<file path="config.mk">
export PLATFORM = sky130hd
export DESIGN_NAME = alarm_table_earliest_deadline
export DESIGN_NICKNAME = d
export VERILOG_FILES = /design/src/sv/atab_pkg.sv /design/src/sv/atab_mem.sv /design/src/sv/alarm_table_earliest_deadline.sv
export SDC_FILE = /design/constraint.sdc
export NUM_CORES = 2
export LEC_CHECK = 0
export BUFFER_PORTS_ARGS = -buffer_cell sky130_fd_sc_hd__buf_4
export CAP_MARGIN = 20
export CELL_PAD_IN_SITES_DETAIL_PLACEMENT = 0
export CELL_PAD_IN_SITES_GLOBAL_PLACEMENT = 1
export CORE_MARGIN = 3
export CORE_UTILIZATION = 45
export CTS_CLUSTER_DIAMETER = 150
export CTS_CLUSTER_SIZE = 12
export DETAILED_ROUTE_END_ITERATION = 8
export GPL_ROUTABILITY_DRIVEN = 0
export PLACE_DENSITY = 0.74
export SETUP_SLACK_MARGIN = 0.2
export SYNTH_ARGS = -nofsm -noshare
export SYNTH_HDL_FRONTEND = slang
export SYNTH_SLANG_ARGS = --single-unit
</file>
<file path="constraint.sdc">
create_clock -name i_clk -period 25.6 [get_ports i_clk]
set_input_delay 1.28 -clock i_clk [delete_from_list [all_inputs] [get_ports i_clk]]
set_output_delay 1.28 -clock i_clk [all_outputs]
set_load 0.005 [all_outputs]
</file>
<file path="src/sv/atab_pkg.sv">
// Shared types and constants for the alarm table block.
// No dependencies; used by alarm_table_earliest_deadline.
`default_nettype none
package atab_pkg;

    localparam int TABLE_DEPTH = 32;
    localparam int ID_WIDTH    = 16;
    localparam int IDX_W       = $clog2(TABLE_DEPTH);
    localparam int CNT_W       = $clog2(TABLE_DEPTH + 1);

    localparam logic [31:0] MAX_WAIT      = 32'd2147000;
    localparam logic [31:0] DATA_WILDCARD = 32'hFFFF_FFFF;

    typedef enum logic [1:0] {
        CMD_ADD  = 2'd0,
        CMD_DEL  = 2'd1,
        CMD_TICK = 2'd2,
        CMD_NOP  = 2'd3
    } t_cmd;

    typedef enum logic [1:0] {
        ST_IDLE,
        ST_SCAN,
        ST_UPDATE,
        ST_REPORT
    } t_state;

    typedef struct packed {
        logic [31:0]         tim;
        logic [ID_WIDTH-1:0] chan;
        logic [ID_WIDTH-1:0] msg;
        logic [31:0]         data;
    } t_entry;

    localparam int ENTRY_W = $bits(t_entry);

endpackage
`default_nettype wire

</file>
<file path="src/sv/atab_mem.sv">
// Simple dual-port synchronous RAM: one write port, one registered read port.
// Generic; no package dependency.
`default_nettype none
module atab_mem #(
    parameter int WIDTH  = 8,
    parameter int DEPTH  = 32,
    parameter int ADDR_W = $clog2(DEPTH)
) (
    input  wire logic              i_clk,
    input  wire logic              i_wr_en,
    input  wire logic [ADDR_W-1:0] i_wr_addr,
    input  wire logic [WIDTH-1:0]  i_wr_data,
    input  wire logic              i_rd_en,
    input  wire logic [ADDR_W-1:0] i_rd_addr,
    output logic      [WIDTH-1:0]  o_rd_data
);

    logic [WIDTH-1:0] r_mem [DEPTH];

    always_ff @(posedge i_clk) begin
        if (i_wr_en) begin
            r_mem[i_wr_addr] <= i_wr_data;
        end
    end

    always_ff @(posedge i_clk) begin
        if (i_rd_en) begin
            o_rd_data <= r_mem[i_rd_addr];
        end
    end

endmodule
`default_nettype wire

</file>
<file path="src/sv/alarm_table_earliest_deadline.sv">
// Alarm table with earliest-deadline tick: control, scan and report logic.
// Depends on atab_pkg and atab_mem.
//
// Usage: commands enter on the input channel (i_valid / o_stall) and each
// produces exactly one result on the output channel (o_valid / i_stall).
// A transaction is taken when valid is high and stall is low.
// Add checks the whole table for an exact duplicate, then appends. Delete
// and a due tick stream every entry through the RAM once, writing kept
// entries back towards the front to close gaps and tracking the new minimum.
// Each command runs through the scan, update and report states before its
// result reaches the output register; the scan reads one entry per cycle
// from the RAM read port over the entries held (up to 32). A tick that is
// not due and the unused code skip the scan. The next command can be taken
// in the cycle after the result is loaded.
// Only one command is in flight; o_stall stays high until its result has
// been loaded into the output register, which may still hold an earlier
// result while the next command is scanned. If the receiver stalls, the
// result is held and the block waits before loading the next one.
// Reset empties the table; RAM contents are not cleared (entries beyond the
// count are never read).
`default_nettype none
module alarm_table_earliest_deadline (
    input  wire logic        i_clk,
    input  wire logic        i_rst_n,
    input  wire logic        i_valid,
    output logic             o_stall,
    input  wire logic [1:0]  i_cmd,
    input  wire logic [31:0] i_now_seconds,
    input  wire logic [31:0] i_alarm_seconds,
    input  wire logic [15:0] i_channel_id,
    input  wire logic [15:0] i_message_id,
    input  wire logic signed [31:0] i_alarm_data,
    input  wire logic        i_time_any,
    input  wire logic        i_channel_any,
    input  wire logic        i_message_any,
    output logic             o_valid,
    input  wire logic        i_stall,
    output logic             o_fired,
    output logic [31:0]      o_fired_time,
    output logic [15:0]      o_fired_channel,
    output logic [15:0]      o_fired_message,
    output logic signed [31:0] o_fired_data,
    output logic [31:0]      o_wake_time,
    output logic [21:0]      o_wait_seconds,
    output logic             o_table_full,
    output logic             o_duplicate,
    output logic [5:0]       o_removed_count
);

    localparam int IDX_W = atab_pkg::IDX_W;
    localparam int CNT_W = atab_pkg::CNT_W;

    atab_pkg::t_state r_state, n_state;
    atab_pkg::t_cmd   r_cmd;
    atab_pkg::t_entry r_key, r_fent, rd_data, wr_data;

    logic [31:0]      r_now;
    logic             r_t_any, r_c_any, r_m_any, r_due;
    logic [CNT_W-1:0] r_count, r_rd, r_wp, r_removed;
    logic [IDX_W-1:0] r_early, r_didx, r_me;
    logic [31:0]      r_min_time, r_mt;
    logic             r_dv, r_mv, r_dup, r_full, r_fired;

    logic             accept, out_free, do_pass, compact, hit, exact, keep, add_ok;
    logic             rd_en, wr_en, scan_done;
    logic [IDX_W-1:0] wr_addr;
    logic [31:0]      wake, diff;

    assign accept   = i_valid && !o_stall;
    assign out_free = !o_valid || !i_stall;
    assign do_pass  = (r_cmd == atab_pkg::CMD_ADD) || (r_cmd == atab_pkg::CMD_DEL)
                      || ((r_cmd == atab_pkg::CMD_TICK) && r_due);
    assign compact  = (r_cmd == atab_pkg::CMD_DEL)
                      || ((r_cmd == atab_pkg::CMD_TICK) && r_due);
    assign scan_done = !do_pass || (!r_dv && (r_rd >= r_count));
    assign add_ok   = (r_cmd == atab_pkg::CMD_ADD) && !r_dup
                      && (r_count < CNT_W'(atab_pkg::TABLE_DEPTH));

    assign exact = (rd_data == r_key);

    always_comb begin
        if (r_cmd == atab_pkg::CMD_DEL) begin
            hit = (r_t_any || rd_data.tim == r_key.tim)
               && (r_c_any || rd_data.chan == r_key.chan)
               && (r_m_any || rd_data.msg == r_key.msg)
               && (r_key.data == atab_pkg::DATA_WILDCARD || rd_data.data == r_key.data);
        end else begin
            hit = (r_didx == r_early);
        end
    end

    assign keep = r_dv && compact && !hit;

    atab_mem #(
        .WIDTH (atab_pkg::ENTRY_W),
        .DEPTH (atab_pkg::TABLE_DEPTH),
        .ADDR_W(IDX_W)
    ) u_mem (
        .i_clk    (i_clk),
        .i_wr_en  (wr_en),
        .i_wr_addr(wr_addr),
        .i_wr_data(wr_data),
        .i_rd_en  (rd_en),
        .i_rd_addr(r_rd[IDX_W-1:0]),
        .o_rd_data(rd_data)
    );

    // next state
    always_comb begin
        n_state = r_state;
        unique case (r_state)
            atab_pkg::ST_IDLE:   if (accept) n_state = atab_pkg::ST_SCAN;
            atab_pkg::ST_SCAN:   if (scan_done) n_state = atab_pkg::ST_UPDATE;
            atab_pkg::ST_UPDATE: n_state = atab_pkg::ST_REPORT;
            atab_pkg::ST_REPORT: if (out_free) n_state = atab_pkg::ST_IDLE;
            default:             n_state = atab_pkg::ST_IDLE;
        endcase
    end

    // RAM control and handshake
    always_comb begin
        o_stall = (r_state != atab_pkg::ST_IDLE);
        rd_en   = (r_state == atab_pkg::ST_SCAN) && do_pass && (r_rd < r_count);
        wr_en   = 1'b0;
        wr_addr = r_wp[IDX_W-1:0];
        wr_data = rd_data;
        unique case (r_state)
            atab_pkg::ST_SCAN: wr_en = keep;
            atab_pkg::ST_UPDATE: begin
                wr_en   = add_ok;
                wr_addr = r_count[IDX_W-1:0];
                wr_data = r_key;
            end
            default: wr_en = 1'b0;
        endcase
    end

    always_ff @(posedge i_clk) begin
        if (!i_rst_n) begin
            r_state <= atab_pkg::ST_IDLE;
            r_count <= '0;
            r_early <= '0;
            r_dv    <= 1'b0;
            o_valid <= 1'b0;
        end else begin
            r_state <= n_state;
            if (o_valid && !i_stall && (r_state != atab_pkg::ST_REPORT)) begin
                o_valid <= 1'b0;
            end
            unique case (r_state)
                atab_pkg::ST_IDLE: begin
                    r_dv <= 1'b0;
                    if (accept) begin
                        r_cmd      <= atab_pkg::t_cmd'(i_cmd);
                        r_now      <= i_now_seconds;
                        r_key.tim  <= i_alarm_seconds;
                        r_key.chan <= i_channel_id[atab_pkg::ID_WIDTH-1:0];
                        r_key.msg  <= i_message_id[atab_pkg::ID_WIDTH-1:0];
                        r_key.data <= i_alarm_data;
                        r_t_any    <= i_time_any;
                        r_c_any    <= i_channel_any;
                        r_m_any    <= i_message_any;
                        r_due      <= (r_count != '0) && (r_min_time <= i_now_seconds);
                        r_rd       <= '0;
                        r_wp       <= '0;
                        r_removed  <= '0;
                        r_mv       <= 1'b0;
                        r_dup      <= 1'b0;
                        r_full     <= 1'b0;
                        r_fired    <= 1'b0;
                        r_fent     <= '0;
                    end
                end
                atab_pkg::ST_SCAN: begin
                    r_dv   <= rd_en;
                    r_didx <= r_rd[IDX_W-1:0];
                    if (rd_en) begin
                        r_rd <= r_rd + CNT_W'(1);
                    end
                    if (r_dv) begin
                        if (!compact) begin
                            if (exact) r_dup <= 1'b1;
                        end else if (hit) begin
                            if (r_cmd == atab_pkg::CMD_TICK) begin
                                r_fired <= 1'b1;
                                r_fent  <= rd_data;
                            end else begin
                                r_removed <= r_removed + CNT_W'(1);
                            end
                        end else begin
                            // keep: track first minimum at its new position
                            r_wp <= r_wp + CNT_W'(1);
                            if (!r_mv || rd_data.tim < r_mt) begin
                                r_mv <= 1'b1;
                                r_mt <= rd_data.tim;
                                r_me <= r_wp[IDX_W-1:0];
                            end
                        end
                    end
                end
                atab_pkg::ST_UPDATE: begin
                    if (compact) begin
                        r_count    <= r_wp;
                        r_early    <= r_mv ? r_me : '0;
                        r_min_time <= r_mt;
                    end else if (r_cmd == atab_pkg::CMD_ADD && !r_dup) begin
                        if (add_ok) begin
                            r_count <= r_count + CNT_W'(1);
                            if (r_count == '0 || r_key.tim < r_min_time) begin
                                r_min_time <= r_key.tim;
                                r_early    <= r_count[IDX_W-1:0];
                            end
                        end else begin
                            r_full <= 1'b1;
                        end
                    end
                end
                atab_pkg::ST_REPORT: begin
                    if (out_free) begin
                        o_valid         <= 1'b1;
                        o_fired         <= r_fired;
                        o_fired_time    <= r_fent.tim;
                        o_fired_channel <= 16'(r_fent.chan);
                        o_fired_message <= 16'(r_fent.msg);
                        o_fired_data    <= r_fent.data;
                        o_wake_time     <= wake;
                        o_wait_seconds  <= (diff > atab_pkg::MAX_WAIT)
                                           ? atab_pkg::MAX_WAIT[21:0] : diff[21:0];
                        o_table_full    <= r_full;
                        o_duplicate     <= r_dup;
                        o_removed_count <= 6'(r_removed);
                    end
                end
                default: r_dv <= 1'b0;
            endcase
        end
    end

    always_comb begin
        if (r_count == '0) begin
            wake = '0;
        end else if (r_min_time < r_now) begin
            wake = r_now;
        end else begin
            wake = r_min_time;
        end
        diff = (r_count == '0) ? '0 : (wake - r_now);
    end

    a_count_range: assert property (@(posedge i_clk) disable iff (!i_rst_n)
        r_count <= CNT_W'(atab_pkg::TABLE_DEPTH))
        else $error("entry count beyond table depth");

    a_write_behind_read: assert property (@(posedge i_clk) disable iff (!i_rst_n)
        (r_state == atab_pkg::ST_SCAN && r_dv) |-> (r_wp <= CNT_W'(r_didx)))
        else $error("compaction write pointer overtook read pointer");

    a_single_inflight: assert property (@(posedge i_clk) disable iff (!i_rst_n)
        (i_valid && !o_stall) |=> o_stall)
        else $error("second transaction accepted while busy");

    a_no_stale_data: assert property (@(posedge i_clk) disable iff (!i_rst_n)
        (r_state == atab_pkg::ST_UPDATE) |-> !r_dv)
        else $error("scan left unprocessed RAM data");

endmodule
`default_nettype wire
</file>
# Word-level counts from Yosys, hierarchy flattened
# Memories as Yosys holds them, arrays and structs flattened. A register that Yosys moved wholly into a read port is not among the register bits.
# Cells that the tools add are included.
# word_totals
word_cells	209
inputBits	137
memories	1
ramBits	3072
output_inout_bits	161
register_bits	500
# op_classes
mux	66
bitwise	1
eq_ne	29
addsub	5
magnitude_cmp	8
n_reduce_logical	59
# mem_list
name	words	word_bits	rd	rd_clocked_by_memory_dff	write_ports	line	text
u_mem.r_mem	32	96	1	1	1	atab_mem.sv:18	logic [WIDTH-1:0] r_mem [DEPTH];
# op_table
operator	count
two-way mux 96 bit	6
two-way mux 32 bit	7
one-hot mux 96 bit (2 select lines)	1
== test 96 bit	1
less-than comparator 32 bit	3
two-way mux 6 bit	12
== test 32 bit	2
one-hot mux 6 bit (2 select lines)	3
== test 16 bit	2
== test 32 bit (second input constant)	1
greater-than comparator 32 x 22 -> 1 bit (second input constant)	1
<= comparator 32 bit	1
!= test 2 bit (second input constant)	16
subtractor 32 bit	1
two-way mux 5 bit	6
adder 6 x 1 -> 6 bit (second input constant)	4
AND reduction 6 bit	4
two-way mux 1 bit	21
AND reduction 7 bit	3
logical AND 1 bit	15
one-hot mux 1 bit (2 select lines)	6
AND reduction 3 bit	4
nonzero test 2 bit	6
logical OR 1 bit	11
other kinds (17)	31

# Logic depth before layout (Yosys ltp)
# depth
ltp_word	11
ltp_mapped	25
mapped_depth_nobuf	21

# Hierarchy
# A second synthesis with hierarchy kept.
# hier_totals
hier_cells	7574
area_unflattened_um2	144613.7
# by_module_without_submodules
mod	area_each_um2	n_inst	cells_per_inst	seq_area_each_um2
atab_mem	119460.8	1	5604	95131.2
alarm_table_earliest_deadline	25152.9	1	1970	14864.3

# Worst setup path before layout
# No wires, ideal clock.
# synth_timing
path_type	reg2reg
from	register u_mem.o_rd_data[62] (read register of u_mem.r_mem)
to	register r_fent[0] in the netlist's numbering (enable)
t_required_ns	24.810
period_less_slack_ns	11.463
n_path_buf	0
setup_time_ns	0.790
setup_slack_ns	14.137
t_arrival_ns	10.673
path_stages_with_launch	9
path_cell_list	edfxtp_1 -> xor2_1 -> nor4_1 -> nand4_1 -> a22oi_1 -> o2111ai_1 -> nand3_1 -> inv_1 -> nor4_1
# synth_between
elab_chain_len	8
# synth_lines
item	line	text
start, declared	atab_mem.sv:15	output logic [WIDTH-1:0] o_rd_data
== test 16 bit	alarm_table_earliest_deadline.sv:84	&& (r_c_any || rd_data.chan == r_key.chan)
logical OR 1 bit	alarm_table_earliest_deadline.sv:84	
logical AND 1 bit	alarm_table_earliest_deadline.sv:84	
logical AND 1 bit	alarm_table_earliest_deadline.sv:85	&& (r_m_any || rd_data.msg == r_key.msg)
logical AND 1 bit	alarm_table_earliest_deadline.sv:86	&& (r_key.data == atab_pkg::DATA_WILDCARD || rd_data.data == r_key.data);
two-way mux 1 bit	alarm_table_earliest_deadline.sv:82	if (r_cmd == atab_pkg::CMD_DEL) begin
!= test 2 bit (no source line)	n/a	
AND reduction 7 bit (no source line)	n/a	
end signal, assigned	alarm_table_earliest_deadline.sv:186	r_fent <= rd_data;
end, declared	alarm_table_earliest_deadline.sv:55	atab_pkg::t_entry r_key, r_fent, rd_data, wr_data;
# No other way between the ends.
# A chain may end at the register's enable or synchronous reset.

# Worst setup path after layout
# layout_timing
from	register r_min_time[31]
to	register o_wait_seconds[14], data pin
# layout_between
elab_chain_len	6
# layout_lines
item	line	text
start, declared	alarm_table_earliest_deadline.sv:61	logic [31:0] r_min_time, r_mt;
start signal, assigned	alarm_table_earliest_deadline.sv:205	r_min_time <= r_mt;
start signal, assigned	alarm_table_earliest_deadline.sv:210	r_min_time <= r_key.tim;
less-than comparator 32 bit	alarm_table_earliest_deadline.sv:242	end else if (r_min_time < r_now) begin
two-way mux 32 bit (*)	alarm_table_earliest_deadline.sv:242	
two-way mux 32 bit (*)	alarm_table_earliest_deadline.sv:240	if (r_count == '0) begin
subtractor 32 bit (*)	alarm_table_earliest_deadline.sv:247	diff = (r_count == '0) ? '0 : (wake - r_now);
two-way mux 32 bit (*)	alarm_table_earliest_deadline.sv:247	
greater-than comparator 32 x 22 -> 1 bit	alarm_table_earliest_deadline.sv:227	o_wait_seconds <= (diff > atab_pkg::MAX_WAIT)
end signal, assigned	alarm_table_earliest_deadline.sv:227	
end, declared	alarm_table_earliest_deadline.sv:44	output logic [21:0] o_wait_seconds,
# Every way passes the cells marked *; elsewhere a longest branch is shown, timed or not.

==> results.cfg <==
[cts]
root_buffer = clkbuf_16
clk_pin_slew_worst_paths_ns = 0.06
clock-sinks = 3668
clk_latency_ns = 0.98
cts_setup_buffers = 0
numCtsBuffers = 344
cts_tree = built
post_cts_resized = 0
holdBufCountCts = 0
cts_max_level = 5
cts_buffer_depth = 4

[synthesis]
ys_ff_latch = 3668
ys.flop_type = edfxtp_1
synth_edf_count = 3653
synth_fp_nets = 6817
syn_avg_cell_area_um2 = 22.2
synthesis.area_um2 = 144000
netlist_instances = 6507
ys_async_sr_fraction = 0
yosysWarnings = 0
ys_seq_area_frac = 0.763
ys_types = 90

[final_layout]
seq_area_um2 = 110000
fin_nets = 7308
layout-drive-gt1-share = 0.291
nFillCells = 24600
syn_to_final_growth_pct = 12.1
fin_area_um2 = 162000
multi_input_area_um2 = 32800

[routing]
firstDrtPassIters = 6
vias = 70400
drc_errors = 0
drt_iter0_markers = 10100
wl_per_cell_um = 33.9
finalWirelength_um = 380000
via_per_inst = 6.27
ant_nets = 0

[power_and_ir_drop]
ir_drop_uv = 61.0
sw_frac_of_total = 0.273
power_switching_w = 0.00417
comb_power_share = 0.210
power_w = 0.0153
powerDensity_nw_per_um2 = 94.5
power.internal_w = 0.0111
p_leak_nw = 51.2
clockPowerShare = 0.299
seqPwrFrac = 0.491

[sta]
post-route-worst-setup-slack_ns = 19.26
finalSetupViolations = 0
hold_viol = 0
fin_setup_tns_ns = 0
period_share = 0.248
period_needed_ns = 6.34
clock_skew_ns = 0.115
slew_headroom = 0.0575
rsz0062_at_grt = false
fmax_ghz = 0.158
final-max-slew-violation-count = 0
worst_pin_slew_ns = 1.41

[setup_path]
rr_worst_depth = 21
critPathArrivalTime_ns = 6.97
start_kind = register
slowest_stage = or3_1
crit_required_ns = 26.23
slowest_delay_ns = 0.64
crit_type = reg2reg
cp_max_fo = 43
path_cells = ha_1 -> nand4_1 -> nor3_1 -> nand3_1 -> nor2_1 -> a211o_2 -> buf_12 -> mux2i_1 -> or2_2 -> ha_1 -> inv_1 -> fa_1 -> nand3_1 -> a211oi_2 -> o311ai_2 -> a31oi_1 -> a31o_1 -> xor2_1 -> a211o_1 -> or3_1 -> o31a_1
crit_path_end_kind = register

[job]
maxCapViolCount = 0

[placement]
pre_cts_slack_ns = 19.07
dp_hpwl_um = 199000
placement.io_buffers = 297
placed_area_um2 = 152000

[global_routing]
grt_max_degree = 149
antenna_found_initial = 27
grt_pass1_vias = 70000
grt_overflow = 0
grt_pass1_wl_um = 537000
grt_use_total = 0.230

[hold_path]
hold_depth = 0
hold_path.class = reg2reg

[die]
die_area_um2 = 327000
pin_count = 298
die_w_um = 572
start_util = 0.453
rows = 207
fp.dieH_um = 572
design.core.area_um2 = 319000

[status]
status = finished clean
## routing by layer
layer  GRT usage  routed length [um]
met3      0.0402               38000
met1       0.344              156000
met2       0.357              178000
met4      0.0520                8560
met5           0                  43
## power by group through the flow
| stage | combinational [W] | clock (W) | sequential (W) |
|---|---|---|---|
| 5_1_grt | 0.00343 | 0.00485 | 0.00751 |
| 4_1_cts | 0.00321 | 0.00463 | 0.00750 |
| 3_5_place_dp | 0.00320 | 0 | 0.00763 |
| 3_3_place_gp | 0.00314 | 0 | 0.00762 |
| 6_report | 0.00321 | 0.00456 | 0.00750 |
| 2_1_floorplan | 0.00221 | 0 | 0.00757 |
## cell type report
cell class              count  share of cell area
inverters                 152             0.00356
clock buffers             358              0.0540
well taps                4180              0.0324
repair buffers            439              0.0225
flip-flops and latches   3668               0.681
diodes                      9            0.000139
clock inverters            28             0.00399
multi-input cells        2393               0.203
## placed cells by master, fill, tap and decap left out, types with 11 or more instances in the layout
| cell | synthesis | final |
|---|---|---|
| nor3_1 | 21 | 19 |
| nand4_1 | 44 | 44 |
| ha_1 | 172 | 170 |
| buf_12 | 1 | 24 |
| nor2_4 | 0 | 32 |
| clkbuf_16 | 0 | 347 |
| nor2_1 | 151 | 119 |
| nor3_2 | 9 | 11 |
| and2_1 | 106 | 106 |
| clkbuf_1 | 221 | 11 |
| o21a_1 | 13 | 13 |
| nor4_1 | 31 | 30 |
| o21ai_0 | 76 | 76 |
| a21oi_1 | 108 | 106 |
| clkinv_16 | 0 | 16 |
| mux4_2 | 960 | 960 |
| nand2b_1 | 11 | 11 |
| nand2_1 | 121 | 121 |
| dfxtp_1 | 15 | 15 |
| mux2_2 | 193 | 193 |
| a21o_1 | 53 | 53 |
| buf_4 | 1 | 412 |
| edfxtp_1 | 3653 | 3653 |
| xnor2_1 | 23 | 23 |
| xor2_1 | 112 | 112 |
| nand3_1 | 38 | 38 |
| inv_1 | 150 | 149 |
## cells in the mapped netlist, drive strengths merged (12+ instances only)
| cell type | instances | share of area |
|---|---|---|
| dfxtp | 15 | 0.0021 |
| nor3 | 30 | 0.0014 |
| nand3 | 38 | 0.0013 |
| mux4 | 960 | 0.15 |
| a21oi | 113 | 0.0041 |
| a31oi | 12 | 0.00056 |
| nand4 | 45 | 0.0020 |
| ha | 172 | 0.015 |
| o21ai | 80 | 0.0028 |
| a21o | 54 | 0.0028 |
| xnor2 | 23 | 0.0014 |
| clkbuf | 223 | 0.0059 |
| mux2 | 193 | 0.015 |
| o21a | 14 | 0.00074 |
| buf | 70 | 0.0023 |
| and2 | 106 | 0.0046 |
| edfxtp | 3653 | 0.76 |
| inv | 150 | 0.0039 |
| nor4 | 34 | 0.0016 |
| xor2 | 112 | 0.0068 |
| nand2 | 121 | 0.0031 |
| nor2 | 151 | 0.0039 |
## flip-flops by register name (all words and copies together) (netlist names), 22 cells and up
name and cells:
u_mem.r_mem 3072, o_wait_seconds 22, r_now 32, o_wake_time 32, u_mem.o_rd_data 96, o_fired_data 32
r_mt 32, r_key 96, o_fired_time 32, r_min_time 32, r_fent 96
## final timing paths
path             startpoint            endpoint  slack [ns]
max          r_min_time[31]  o_wait_seconds[14]       19.26
min              r_fent[19]    o_fired_data[19]        0.42
max reg2reg  r_min_time[31]  o_wait_seconds[14]       19.26
min reg2reg      r_fent[19]    o_fired_data[19]        0.42
## critical path: cells and delay by family (launching register included)
| family | cells | cell delay [ns] |
|---|---|---|
| fa+ha+maj | 3 | 0.90 |
| flops | 1 | 0.46 |
| buf+inv | 2 | 0.33 |
| compound gates | 7 | 2.08 |
| simple gates | 7 | 1.89 |
| xor+xnor | 1 | 0.15 |
| mux | 1 | 0.23 |
## stage by stage
| stage | hold WS, ns | util | instances |
|---|---|---|---|
| after floorplan | 0.400 | - | 6507 |
| after global routing | 0.425 | 0.507 | 11200 |
| after CTS | 0.397 | 0.507 | 11200 |
| after detailed placement | 0.405 | 0.477 | 10800 |
| final | 0.418 | 0.507 | 11200 |
| after global placement | 0.401 | 0.477 | 10800 |
## cells by family (layout without fill, tap and decap cells)
group,count (synthesis),after routing,synth area share
mux,1155,1155,0.165
compound gates,357,357,0.0164
buf+inv,446,977,0.0123
simple gates,573,573,0.0202
fa+ha+maj,173,173,0.0151
xor+xnor,135,135,0.00820
other cells,0,9,0
flops,3668,3668,0.763
Power figures use the tool's default switching activity.
